$ cat src/design/cpi_pkg.sv
`default_nettype none

package cpi_pkg;

   localparam int COORD_W  = 32;
   localparam int NORM_W   = 16;
   localparam int RAD_W    = 31;
   localparam int NORM_FRAC = 14;
   localparam int PROD_W   = COORD_W + NORM_W;
   localparam int DIST_W   = PROD_W + 2;
   localparam int TWICE_W  = DIST_W + 3;
   localparam int PEN_W    = RAD_W;
   localparam int RND_SH   = NORM_FRAC + 1;
   localparam int SHIFT_W  = TWICE_W - RND_SH;

   localparam logic [TWICE_W-1:0] RND_HALF = TWICE_W'(1) << NORM_FRAC;
   localparam logic [SHIFT_W-1:0] PEN_MAX  = SHIFT_W'({PEN_W{1'b1}});

   typedef logic signed [DIST_W-1:0]  dist_type;
   typedef logic signed [TWICE_W-1:0] twice_type;

   // Load enables of the four pipeline stages.
   typedef struct packed {
      logic s1;
      logic s2;
      logic s3;
      logic s4;
   } stage_en_type;

endpackage

`default_nettype wire

$ cat src/design/cpi_dot.sv
`default_nettype none

module cpi_dot import cpi_pkg::*; (
   input  wire logic                      clock,
   input  wire stage_en_type              en,
   input  wire logic signed [COORD_W-1:0] p_x,
   input  wire logic signed [COORD_W-1:0] p_y,
   input  wire logic signed [COORD_W-1:0] p_z,
   input  wire logic signed [NORM_W-1:0]  n_x,
   input  wire logic signed [NORM_W-1:0]  n_y,
   input  wire logic signed [NORM_W-1:0]  n_z,
   input  wire logic signed [COORD_W-1:0] offset,
   output dist_type                       distance
);

   logic signed [PROD_W-1:0]  prod_x_ff, prod_x_in;
   logic signed [PROD_W-1:0]  prod_y_ff, prod_y_in;
   logic signed [PROD_W-1:0]  prod_z_ff, prod_z_in;
   logic signed [COORD_W-1:0] offset_ff;
   dist_type                  dist_ff, dist_in;

   assign prod_x_in = PROD_W'(p_x * n_x);
   assign prod_y_in = PROD_W'(p_y * n_y);
   assign prod_z_in = PROD_W'(p_z * n_z);

   // The offset is scaled by the normal's fraction so both sides share one scale.
   assign dist_in = DIST_W'(prod_x_ff) + DIST_W'(prod_y_ff) + DIST_W'(prod_z_ff)
                  - {{(DIST_W-COORD_W-NORM_FRAC){offset_ff[COORD_W-1]}}, offset_ff,
                     {NORM_FRAC{1'b0}}};

   always_ff @(posedge clock) begin
      if (en.s1) begin
         prod_x_ff <= prod_x_in;
         prod_y_ff <= prod_y_in;
         prod_z_ff <= prod_z_in;
         offset_ff <= offset;
      end
      if (en.s2) begin
         dist_ff <= dist_in;
      end
   end

   assign distance = dist_ff;

endmodule

`default_nettype wire

$ cat config.mk
export PLATFORM = sky130hd
export DESIGN_NAME = cpi_dot
export DESIGN_NICKNAME = d
export VERILOG_FILES = /design/src/design/cpi_pkg.sv /design/src/design/cpi_dot.sv
export SDC_FILE = /design/constraint.sdc
export NUM_CORES = 2
export LEC_CHECK = 0
export ABC_AREA = 0
export BUFFER_PORTS_ARGS = -buffer_cell sky130_fd_sc_hd__buf_2
export CAP_MARGIN = 40
export CORE_MARGIN = 4
export CORE_UTILIZATION = 45
export CTS_CLUSTER_SIZE = 12
export DETAILED_ROUTE_END_ITERATION = 7
export PLACE_DENSITY_LB_ADDON = 0.12
export SLEW_MARGIN = 20
export SYNTH_ARGS = -nofsm -noshare
export SYNTH_HDL_FRONTEND = slang
export SYNTH_SLANG_ARGS = --single-unit
$ cat constraint.sdc
create_clock -name clock -period 20.2 [get_ports clock]
set_input_delay 2.02 -clock clock [delete_from_list [all_inputs] [get_ports clock]]
set_output_delay 2.02 -clock clock [all_outputs]
set_load 0.03 [all_outputs]
==> metrics.md <==
| Metric | Value |
|---|---|
| CP Capture Type | register |
| Post-DRT Antenna Nets | 0 |
| DIE AREA | 150,700 sq um |
| Status | finished, final reports clean |
| CP Data Arrival Time | 9290 ps |
| Synth area leader | fa_1 |
| Layout Skew | 29.68 ps |
| RSZ-0062 raised after global routing | no |
| Cells after synthesis | 6,917 |
| Hold buffer count at CTS | 0 |
| Post-synthesis simple-gate area fraction | 0.1372 |
| Final setup fails | 0 |
| Minimum clock period | 9030 ps |
| Iteration count of the initial detailed-routing pass | 8 |
| # clock sinks | 226 |
| Starting Density | 0.4529 |
| Antenna violations before repair | 8 |
| Largest cells by area after synthesis | fa_1 47%, inv_1 11%, edfxtp_1 10% |
| Main combinational cell family by area after synthesis | adder cells |
| Vias per cell | 5.134 |
| Worst-path clk slew | 70 ps |
| Post-synth ARST share | 0 |
| Max Freq | 110.7 MHz |
| Die Width | 388.2 um |
| EDFF count, synth | 226 |
| Chip height | 388.2 um |
| Least-Margin Pin Slew | 915.4 ps |
| Worst endpoint required time | 20,460 ps |
| Nets@finish | 9,041 |
| Post-synthesis adder-cell area fraction | 0.5519 |
| Inst Count DP | 8,788 |
| Synth Area per Inst | 9.406 sq um |
| Worst hold path type | register to register |
| Xor and xnor area share after synthesis | 0.02679 |
| Pin count of the biggest net entering global routing | 63 |
| Synth top area share | 0.4742 |
| Most numerous cell in the Yosys netlist | inv_1 |
| Yosys cell types | 72 |
| GRT overflow | 0 |
| Max-slew headroom | 0.3897 |
| Vias | 45,320 |
| R2R setup slack | 15,260 ps |
| Final WL | 171,400 um |
| DRC violations left | 0 |
| Most frequent cells after synthesis | 1,853 x inv_1, 1,541 x fa_1, 920 x nand2_1 |
| Hold Violations, Final | 0 |
| Gr usage total | 0.2365 |
| Global-route wire length before repair | 279,400 um |
| Mapped Nets | 9,043 |
| Share of cells above drive strength 1 | 0.04321 |
| Synth Register Bits | 226 |
| Synth warn | 0 |
| Htree depth | 1 |
| Startpoint Class | input pin |
| Synth Flop Type | edfxtp_1 |
| Setup TNS | 0 ps |
| CTS Root Cell | clkbuf_16 |
| Post-cts gate resize count | 0 |
| Vias in the first global route | 49,810 |
| Num rows | 139 |
| P&R area growth vs syn | 5.191% |
| Mean routed wirelength per cell | 19.42 um |
| Clk buf depth | 3 |
| Synth Area in Compound Gates | 0.05687 |
| Setup bufs post-CTS | 0 |
| Final HPWL DP | 137,000 um |
| Final worst path period share | 0.4470 |
| Clk_lat worst skew | 550 ps |
| Io pins | 231 |
| Sequential fraction of the synthesis area | 0.1043 |
| RePlAce Congestion | 0.8468 |
| PortBufs | 228 |
| Initial drt markers | 2,199 |
| Mapped Area | 65,060 sq um |
| Total core area | 143,700 sq um |
| Num CTS Buffers | 23 |
| Max-cap viol count | 0 |
| CTS tree | built |
| Mux cell area share after synthesis | 0.0003077 |
| Finished Layout Cells | 8,826 |
| Setup Crit Path Kind | input pin to register |
| Slew Limit Fails | 0 |
| Worst-path fanout max | 32 |
-- metal layers --
metal  routed length [um]  global-route usage  up-vias
li1                     -                   -    20220
met2                84700              0.4089     1097
met3                 8779             0.02783      210
met5                   13                   0        -
met1                73040              0.3188    23790
met4                 4869             0.05885        2
-- area by class of cell --
class,count,area (sq um)
clock inverters,4,27.53
diodes,4,10.01
clock buffers,25,583.1
flip-flops and latches,226,6787
well taps,1903,2381
fillers,13960,75220
multi-input cells,4565,50290
inverters,1856,6967
repair buffers,243,1390
-- flip-flops by register name (all words and copies together) (netlist names) --
register / count
prod_z_ff: 48
prod_y_ff: 48
prod_x_ff: 48
distance: 50
offset_ff: 32
-- kinds of logic (layout without fill, tap and decap cells) --
kind of cell             count (synthesis)  in the layout
XOR/XNOR                               199            199
adder cells (fa/ha/maj)               1945           1945
other                                    0              4
AND/OR/NAND/NOR                       1858           1858
AO/OA/AOI/OAI                          561            561
buffers and inverters                 2126           2128
flip-flops                             226            226
multiplexers                             2              2
-- per-stage QoR --
| step | hold slack, ps | setup WS, ps | cell area (sq um) | util |
|---|---|---|---|---|
| 6_report | 817.3 | 11170 | 68440 | 0.4764 |
| 4_1_cts | 824.3 | 11160 | 68310 | 0.4755 |
| 2_1_floorplan | 742.5 | 12090 | 65060 | - |
| 3_3_place_gp | 782.2 | 10420 | 67620 | 0.4707 |
| 3_5_place_dp | 809.5 | 10600 | 67700 | 0.4713 |
| 5_1_grt | 875.9 | 10800 | 68430 | 0.4763 |
-- final timing paths --
| check | cells after the start | startpoint | to |
|---|---|---|---|
| hold / removal | 3 | prod_z_ff[0]$_DFFE_PP_ | distance[0]$_DFFE_PP_ |
| hold reg to reg | 3 | prod_z_ff[0]$_DFFE_PP_ | distance[0]$_DFFE_PP_ |
| setup / recovery | 22 | n_z[7] | prod_z_ff[43]$_DFFE_PP_ |
| setup reg to reg | 14 | prod_x_ff[5]$_DFFE_PP_ | distance[42]$_DFFE_PP_ |
-- critical path: stages --
cell	delay, ps
buf_2	650
nand2_1	170
fa_1	570
inv_1	60
fa_1	480
fa_1	580
fa_1	470
fa_1	510
inv_1	50
fa_1	590
inv_1	70
ha_1	370
a21o_1	240
o21bai_1	170
a221oi_2	280
o21ai_0	140
or4_1	430
o21ai_2	230
o21ai_1	210
a221oi_2	310
o21bai_1	110
xor2_1	550
-- cells in the final DEF (no fill, tap or decap), types with 27 or more instances in the layout --
| cell | instances |
|---|---|
| inv_1 | 1853 |
| fa_1 | 1541 |
| nand2_1 | 920 |
| and2_1 | 614 |
| ha_1 | 404 |
| buf_2 | 228 |
| edfxtp_1 | 226 |
| a21oi_1 | 172 |
| nor2_1 | 154 |
| xnor2_1 | 148 |
| a21o_1 | 119 |
| o21ai_0 | 79 |
| xor2_1 | 51 |
| o21bai_1 | 38 |
| nand2b_1 | 29 |
| nand4_1 | 27 |
Power is not shown: default switching activity piles up to over one toggle a cycle in this logic, so the estimate is an artifact.
