--- config.mk ---
export PLATFORM = sky130hd
export DESIGN_NAME = cpi_resolve
export DESIGN_NICKNAME = d
export VERILOG_FILES = /design/src/design/cpi_pkg.sv /design/src/design/cpi_resolve.sv
export SDC_FILE = /design/constraint.sdc
export NUM_CORES = 1
export LEC_CHECK = 0
export ABC_AREA = 1
export BUFFER_PORTS_ARGS = -buffer_cell sky130_fd_sc_hd__buf_2
export CAP_MARGIN = 20
export CORE_MARGIN = 1.5
export CORE_UTILIZATION = 60
export DETAILED_ROUTE_END_ITERATION = 6
export PLACE_DENSITY = 0.8
export SYNTH_ARGS = -nofsm -noshare
export SYNTH_HDL_FRONTEND = slang
export SYNTH_SLANG_ARGS = --single-unit
--- constraint.sdc ---
create_clock -name clock -period 10.67 [get_ports clock]
set_input_delay 0.5335 -clock clock [delete_from_list [all_inputs] [get_ports clock]]
set_output_delay 0.5335 -clock clock [all_outputs]
set_load 0.02 [all_outputs]
--- src/design/cpi_pkg.sv ---
`default_nettype none

package cpi_pkg;

   localparam int COORD_W  = 32;
   localparam int NORM_W   = 16;
   localparam int RAD_W    = 31;
   localparam int NORM_FRAC = 14;
   localparam int PROD_W   = COORD_W + NORM_W;
   localparam int DIST_W   = PROD_W + 2;
   localparam int TWICE_W  = DIST_W + 3;
   localparam int PEN_W    = RAD_W;
   localparam int RND_SH   = NORM_FRAC + 1;
   localparam int SHIFT_W  = TWICE_W - RND_SH;

   localparam logic [TWICE_W-1:0] RND_HALF = TWICE_W'(1) << NORM_FRAC;
   localparam logic [SHIFT_W-1:0] PEN_MAX  = SHIFT_W'({PEN_W{1'b1}});

   typedef logic signed [DIST_W-1:0]  dist_type;
   typedef logic signed [TWICE_W-1:0] twice_type;

   // Load enables of the four pipeline stages.
   typedef struct packed {
      logic s1;
      logic s2;
      logic s3;
      logic s4;
   } stage_en_type;

endpackage

`default_nettype wire

--- src/design/cpi_resolve.sv ---
`default_nettype none

module cpi_resolve import cpi_pkg::*; (
   input  wire logic             clock,
   input  wire stage_en_type     en,
   input  wire dist_type         dist_a,
   input  wire dist_type         dist_b,
   input  wire logic [RAD_W-1:0] radius,
   output logic                  hit,
   output logic [PEN_W-1:0]      penetration
);

   dist_type         lo, hi, r_scaled;
   twice_type        lo_w, hi_w, r_w;
   logic             hit3_ff, hit3_in;
   twice_type        twice_ff, twice_in;
   logic [TWICE_W-1:0] rounded;
   logic [SHIFT_W-1:0] shifted;
   logic             hit_ff;
   logic [PEN_W-1:0] pen_ff, pen_in;

   always_comb begin
      if (dist_a < dist_b) begin
         lo = dist_a;
         hi = dist_b;
      end else begin
         lo = dist_b;
         hi = dist_a;
      end
   end

   assign r_scaled = $signed({{(DIST_W-RAD_W-NORM_FRAC){1'b0}}, radius, {NORM_FRAC{1'b0}}});
   assign lo_w     = TWICE_W'(lo);
   assign hi_w     = TWICE_W'(hi);
   assign r_w      = TWICE_W'(r_scaled);

   assign hit3_in = !((lo > r_scaled) || (hi < -r_scaled));

   // The depth is formed at twice its value so that half the spread stays exact.
   always_comb begin
      if (!lo[DIST_W-1] && !hi[DIST_W-1]) begin
         twice_in = (r_w - lo_w) <<< 1;
      end else if ((lo[DIST_W-1] || lo == '0) && (hi[DIST_W-1] || hi == '0)) begin
         twice_in = (r_w + hi_w) <<< 1;
      end else begin
         twice_in = (r_w <<< 1) + (hi_w - lo_w);
      end
   end

   assign rounded = twice_ff[TWICE_W-1] ? '0 : $unsigned(twice_ff) + RND_HALF;
   assign shifted = rounded[TWICE_W-1:RND_SH];

   always_comb begin
      if (!hit3_ff) begin
         pen_in = '0;
      end else if (shifted > PEN_MAX) begin
         pen_in = PEN_MAX[PEN_W-1:0];
      end else begin
         pen_in = shifted[PEN_W-1:0];
      end
   end

   always_ff @(posedge clock) begin
      if (en.s3) begin
         hit3_ff  <= hit3_in;
         twice_ff <= twice_in;
      end
      if (en.s4) begin
         hit_ff <= hit3_ff;
         pen_ff <= pen_in;
      end
   end

   assign hit         = hit_ff;
   assign penetration = pen_ff;

endmodule

`default_nettype wire

==> summary.txt, run 1 <==
Timing
  – Endpoints failing hold: 0
  – Final min period: 6820 ps
  – Final setup vio count: 0
  – Fmax achieved: 147 MHz
  – Worst Tran Pin Value: 1200 ps
  – Hold_ws: 507 ps
  – Final Skew: 4.12 ps
  – Max Slew Vio Count: 0
  – Rel. slew slack: 19.0%
  – RSZ-0062 raised after global routing: no
  – Setup TNS: 0 ps
  – Worst setup margin: 3850 ps
  – Fin crit share: 63.9%

Clocking
  – Post-CTS resize count: 0
  – Clk slew on worst S/H paths: 60 ps
  – Worst-Skew Late Latency: 330 ps
  – Root Buffer: clkbuf_16
  – CTS tree: built
  – Clock sinks: 71
  – CTS Buf Count: 9
  – Post-CTS Hold Buffers: 0
  – Htree depth: 3
  – Clk buf depth: 2
  – Post-CTS setup buffers: 0

Floorplanning
  – Die height: 173 µm
  – I/O pin total: 168
  – Number of cell rows: 62
  – Initial core utilization: 60.9%
  – Die footprint: 30100 µm²
  – Die X: 173 µm
  – Core area: 28600 µm²

Synth
  – Average size of a mapped cell: 5.95 µm²
  – Top post-synthesis cells by area: nand2_1 (16%), ha_1 (14%), edfxtp_1 (12%), inv_1 (10%), a21oi_1 (7.1%)
  – XOR/XNOR Fraction of Synth Area: 4.82%
  – Post-synth top area cell: nand2_1
  – Main combinational cell family by area after synthesis: simple AND/OR/NAND/NOR gates
  – Post-synth EDFFs: 71
  – Synth top area share: 15.7%
  – Top_reg_cell synth: edfxtp_1
  – Simple-gate share of the synthesized area: 34.5%
  – Mux share of post-synthesis cell area: 0%
  – Adder-cell area share of the yosys netlist: 17.3%
  – Asr flop ratio synth: 0%
  – Synth Area in Compound Gates: 18.6%
  – Unique masters post-synth: 56
  – Netlist Area Pre-Place: 17400 µm²
  – Syn nets: 3290
  – Post-synthesis cell count: 2929
  – Yosys warns: 0
  – Register area share after synthesis: 12.2%
  – Post-synthesis register bit count: 71

Finish
  – Area grow syn2layout: 7.94%
  – Most frequent cells in the layout: nand2_1 (728), inv_1 (477), nor2_1 (323), a21oi_1 (249), ha_1 (198)
  – Area of the multi-input gates: 13100 µm²
  – Share of cells above drive strength 1: 8.16%
  – FF+latch area: 2130 µm²
  – Commonest non-fill, non-tap cell in the layout: nand2_1
  – Layout Nets: 3432
  – Final core utilization: 65.8%
  – Fillers: 2738

Setup path
  – Critical Path Most Common Cell: nand2_1
  – R2R cell count: 24
  – CP max stage delay: 590 ps
  – Max FO, Critical Path: 66
  – WP buf/inv: 6
  – Levels on crit path: 28
  – Slowest cell on crit path: buf_4
  – Startpoint Class: input port
  – CP endpoint kind: register
  – Crit path DAT: 6910 ps
  – CP Class: input port to register
  – Worst Path Required: 10760 ps
  – Top Family by Delay on Critical Path: compound AO/OA/AOI/OAI gates

Power and ir drop
  – Overall power: 3.47 mW
  – P_leak: 9.50 nW
  – Worst VDD drop: 0.000124 V
  – PD cells: 184 nW/µm²

Run status
  – Outcome: finished clean

Global routing
  – Largest net degree at the start of global routing: 67
  – Number of global-route vias before repair: 19581
  – Initial antenna violation count: 5
  – Total gr overflow: 0
  – First-pass GRT wire length: 104000 µm
  – GRT Total Usage: 44.4%

Routing
  – Vias: 21058
  – DRC: 0
  – DR iter-0 viols: 2286
  – Final ANT Viol Nets: 0
  – DR WL/cell: 19.7 µm
  – TritonRoute pass-1 iters: 6
  – Final wirelength: 68400 µm
  – Vias/cell: 6.08

Placement
  – Pre-CTS WS: 3610 ps
  – IO Port Bufs: 165
  – RD Place Congestion: 1.13
  – Final HPWL DP: 58400 µm

Hold path
  – Worst hold path class: register to register
  – Hold Crit Depth: 0

Job
  – MaxCap Viol Count: 0
==> synth_stat cells (3+ instances only) <==
master and count:
a2111oi_0 3, a211oi_1 6, a21boi_0 4, a21o_1 6, a21oi_1 249, a31oi_1 22, and3_1 3, buf_2 4
buf_4 7, buf_6 17, clkbuf_1 15, edfxtp_1 71, fa_1 27, ha_1 198, inv_1 477, inv_2 8
nand2_1 728, nand2_2 14, nand3_1 173, nand3_2 5, nand3b_1 19, nand4_1 47, nor2_1 323, nor2_2 6
nor3_1 54, nor4_1 21, o211ai_1 8, o21a_1 37, o21ai_0 170, o21ai_1 52, o21ai_2 5, o21bai_1 10
o221ai_1 4, o31ai_1 3, or2_1 4, or2_2 8, xnor2_1 26, xor2_1 70
==> worst reg2reg max path, delay by kind of cell, from the launching register on <==
family                     cells  cell delay (ps)
and+or+nand+nor               17             2520
adders and majority gates      1              170
buffers and inverters          5              370
AOI/OAI and AO/OA              1               60
DFF                            1              350
==> metal layers <==
layer	part of all wire, %	vias to the layer above	GRT usage (%)
met2	43	1219	72.1
met3	11	283	8.97
met4	6.9	2	24.7
li1	-	9946	-
met1	38	9608	55.0
met5	0.013	-	0
==> where the power goes <==
group,switching (mW),internal (mW),total [mW],leakage [nW]
registers,0.0566,0.433,0.490,0.704
logic,1.84,0.812,2.66,8.65
clock network,0.114,0.205,0.319,0.152
==> kinds of logic (layout without fill, tap and decap cells) <==
group | after synthesis | after routing
simple gates | 1415 | 1415
other cells | 0 | 5
xor+xnor | 96 | 96
fa+ha+maj | 225 | 225
compound gates | 589 | 589
flops | 71 | 71
buf+inv | 533 | 680
==> area by class of cell <==
type | count | area share (%)
antenna | 5 | 0.0665
clock buffer | 9 | 1.20
clock inverter | 7 | 0.518
inverter | 488 | 9.77
multi-input combinational | 2325 | 69.7
sequential | 71 | 11.3
tap | 384 | 2.55
timing repair buffer | 176 | 4.82
==> worst paths after layout <==
kind / from / slack (ps) / endpoint
worst max-delay path: dist_b[49] / 3850 / twice_ff[47]$_DFFE_PP_
worst min-delay path: hit3_ff$_DFFE_PP_ / 510 / hit$_DFFE_PP_
worst max register to register: twice_ff[14]$_DFFE_PP_ / 6910 / penetration[29]$_SDFFCE_PN0P_
worst min register to register: hit3_ff$_DFFE_PP_ / 510 / hit$_DFFE_PP_
==> sequential cells by signal, indices dropped and copies added (netlist names) <==
register,count
hit,1
hit3_ff,1
penetration,31
twice_ff,38
==> per-stage QoR <==
| step | cells | instance area [µm²] |
|---|---|---|
| 2_1_floorplan | 2929 | 17400 |
| 5_1_grt | 3464 | 18800 |
| 4_1_cts | 3460 | 18800 |
| 3_3_place_gp | 3444 | 18500 |
| 6_report | 3465 | 18800 |
| 3_5_place_dp | 3444 | 18500 |
No activity file was read; power rests on OpenSTA's default activity.
==> inputs of run 2 (changes only) <==
--- a/config.mk
+++ b/config.mk
@@ -5,13 +5,13 @@
 export SDC_FILE = /design/constraint.sdc
 export NUM_CORES = 1
 export LEC_CHECK = 0
-export ABC_AREA = 1
+export ABC_AREA = 0
 export BUFFER_PORTS_ARGS = -buffer_cell sky130_fd_sc_hd__buf_2
 export CAP_MARGIN = 20
 export CORE_MARGIN = 1.5
 export CORE_UTILIZATION = 60
 export DETAILED_ROUTE_END_ITERATION = 6
-export PLACE_DENSITY = 0.8
+export PLACE_DENSITY = 0.81
 export SYNTH_ARGS = -nofsm -noshare
 export SYNTH_HDL_FRONTEND = slang
 export SYNTH_SLANG_ARGS = --single-unit
==> constraint.sdc (replaced) <==
create_clock -name clock -period 7 [get_ports clock]
set_input_delay 0.35 -clock clock [delete_from_list [all_inputs] [get_ports clock]]
set_output_delay 0.35 -clock clock [all_outputs]
set_load 0.02 [all_outputs]
==> summary.txt, run 2 <==
Global routing
  – GRT Total Usage: 39.9%
  – Total gr overflow: 0
  – Initial antenna violation count: 7
  – Number of global-route vias before repair: 14531
  – Largest net degree at the start of global routing: 66
  – First-pass GRT wire length: 76600 µm

Floorplanning
  – I/O pin total: 168
  – Die height: 157 µm
  – Number of cell rows: 56
  – Die X: 157 µm
  – Die footprint: 24800 µm²
  – Core area: 23400 µm²
  – Initial core utilization: 61.1%

Synth
  – Average size of a mapped cell: 7.71 µm²
  – Top post-synthesis cells by area: ha_1 (17%), edfxtp_1 (15%), xnor2_1 (6.8%), a21oi_1 (6.5%), nand2_1 (4.7%)
  – Post-synthesis cell count: 1856
  – Synth top area share: 17.3%
  – Asr flop ratio synth: 0%
  – Post-synth top area cell: ha_1
  – XOR/XNOR Fraction of Synth Area: 10.2%
  – Syn nets: 2217
  – Synth Area in Compound Gates: 25.7%
  – Top-count cell post-synth: ha_1
  – Unique masters post-synth: 83
  – Mux share of post-synthesis cell area: 2.49%
  – Post-synth EDFFs: 71
  – Top_reg_cell synth: edfxtp_1
  – Register area share after synthesis: 14.9%
  – Adder-cell area share of the yosys netlist: 21.2%
  – Yosys warns: 0
  – Post-synthesis register bit count: 71
  – Synth cell count leaders: ha_1 (198), a21oi_1 (187), nand2_1 (178), inv_1 (142), nor2_1 (112)
  – Main combinational cell family by area after synthesis: compound AO/OA/AOI/OAI gates
  – Simple-gate share of the synthesized area: 20.0%
  – Netlist Area Pre-Place: 14300 µm²

Setup path
  – CP Class: input port to register
  – Critical Path Most Common Cell: o21ai_0
  – CP endpoint kind: register
  – Top Family by Delay on Critical Path: compound AO/OA/AOI/OAI gates
  – Startpoint Class: input port
  – Max FO, Critical Path: 21
  – Worst Path Required: 7080 ps
  – WP buf/inv: 5
  – Slowest cell on crit path: a221oi_1
  – Crit path DAT: 6790 ps
  – CP max stage delay: 400 ps

Timing
  – Worst Tran Pin Value: 875 ps
  – Final min period: 6710 ps
  – Setup TNS: 0 ps
  – Worst setup margin: 291 ps
  – Endpoints failing hold: 0
  – Fin crit share: 95.8%
  – Final setup vio count: 0
  – RSZ-0062 raised after global routing: no
  – Final Skew: 18.1 ps
  – Hold_ws: 470 ps
  – Rel. slew slack: 41.7%
  – Fmax achieved: 149 MHz
  – Max Slew Vio Count: 0

Clocking
  – Clk buf depth: 2
  – Post-CTS setup buffers: 0
  – CTS tree: built
  – Worst-Skew Late Latency: 340 ps
  – Root Buffer: clkbuf_16
  – Post-CTS Hold Buffers: 0
  – Post-CTS resize count: 0
  – Clock sinks: 71
  – CTS Buf Count: 9
  – Clk slew on worst S/H paths: 70 ps
  – Htree depth: 3

Finish
  – Area of the multi-input gates: 11400 µm²
  – FF+latch area: 2130 µm²
  – Design area: 16800 µm²
  – Layout Nets: 2485
  – Area grow syn2layout: 17.6%
  – Most frequent cells in the layout: ha_1 (197), a21oi_1 (185), nand2_1 (178), buf_2 (165), buf_4 (152)
  – Share of cells above drive strength 1: 17.6%
  – Commonest non-fill, non-tap cell in the layout: ha_1
  – Most flops, register: twice_ff
  – Fillers: 1959
  – Max reg flops: 38

Placement
  – IO Port Bufs: 165
  – Placed instance area: 16500 µm²
  – Final HPWL DP: 41600 µm
  – Pre-CTS WS: 79.5 ps
  – RD Place Congestion: 0.977

Routing
  – DRC: 0
  – Final wirelength: 50000 µm
  – Final ANT Viol Nets: 0
  – Vias: 15627
  – Vias/cell: 6.38
  – TritonRoute pass-1 iters: 6
  – DR iter-0 viols: 1581
  – DR WL/cell: 20.4 µm

Power and ir drop
  – P_leak: 7.97 nW
  – Worst VDD drop: 0.000136 V
  – PD cells: 267 nW/µm²
  – Overall power: 4.49 mW

Run status
  – Outcome: finished clean

Job
  – MaxCap Viol Count: 0

Hold path
  – Worst hold path class: register to register
## run 2: cell types whose count changed in the layout (fill, tap and decap cells not counted), sizes merged, moves of 73 or more
cell   delta
a21o     +73
buf     +143
inv     -344
nand2   -566
nand3   -129
nor2    -217
o21ai   -114
xnor2    +85
## run 2: layout make-up
cell class,count,area share (%)
Antenna cell,3,0.0446
Clock buffer,9,1.34
Clock inverter,6,0.372
Inverter,143,3.19
Multi-Input combinational cell,1580,68.1
Sequential cell,71,12.7
Tap cell,319,2.37
Timing Repair Buffer,319,11.9
## run 2: where the power goes
group,total [mW],switching (mW),internal [mW]
clock network,0.465,0.192,0.274
registers,0.736,0.0831,0.653
logic,3.28,1.89,1.40
## run 2: cells by family (layout without fill, tap and decap cells)
kind of cell               count (synthesis)  in the layout
and+or+nand+nor                          579            580
DFF                                       71             71
adders and majority gates                226            226
AOI/OAI and AO/OA                        572            572
buffers and inverters                    206            477
xor gates and xnor gates                 167            167
other                                      0              3
muxes                                     35             35
## run 2: worst paths after layout
kind | from | endpoint | slack [ps] | cells past startpoint
setup / recovery | dist_b[31] | twice_ff[51]$_DFFE_PP_ | 290 | 29
hold / removal | hit3_ff$_DFFE_PP_ | hit$_DFFE_PP_ | 470 | 0
setup reg to reg | twice_ff[15]$_DFFE_PP_ | penetration[17]$_SDFFCE_PN0P_ | 3510 | 12
hold reg to reg | hit3_ff$_DFFE_PP_ | hit$_DFFE_PP_ | 470 | 0
## run 2: metal layers
metal / vias up / part of all wire (%) / global-route usage, %
met3: 140 / 11 / 7.79
li1: 7331 / - / -
met2: 862 / 44 / 63.6
met1: 7284 / 42 / 54.3
met4: 10 / 3.1 / 12.1
met5: - / 0.13 / 0
## run 2: stage by stage
stage,util (%),cells
after global routing,71.9,2447
final,71.9,2450
after global placement,70.4,2429
after detailed placement,70.5,2430
after floorplan,-,1856
after CTS,71.7,2445
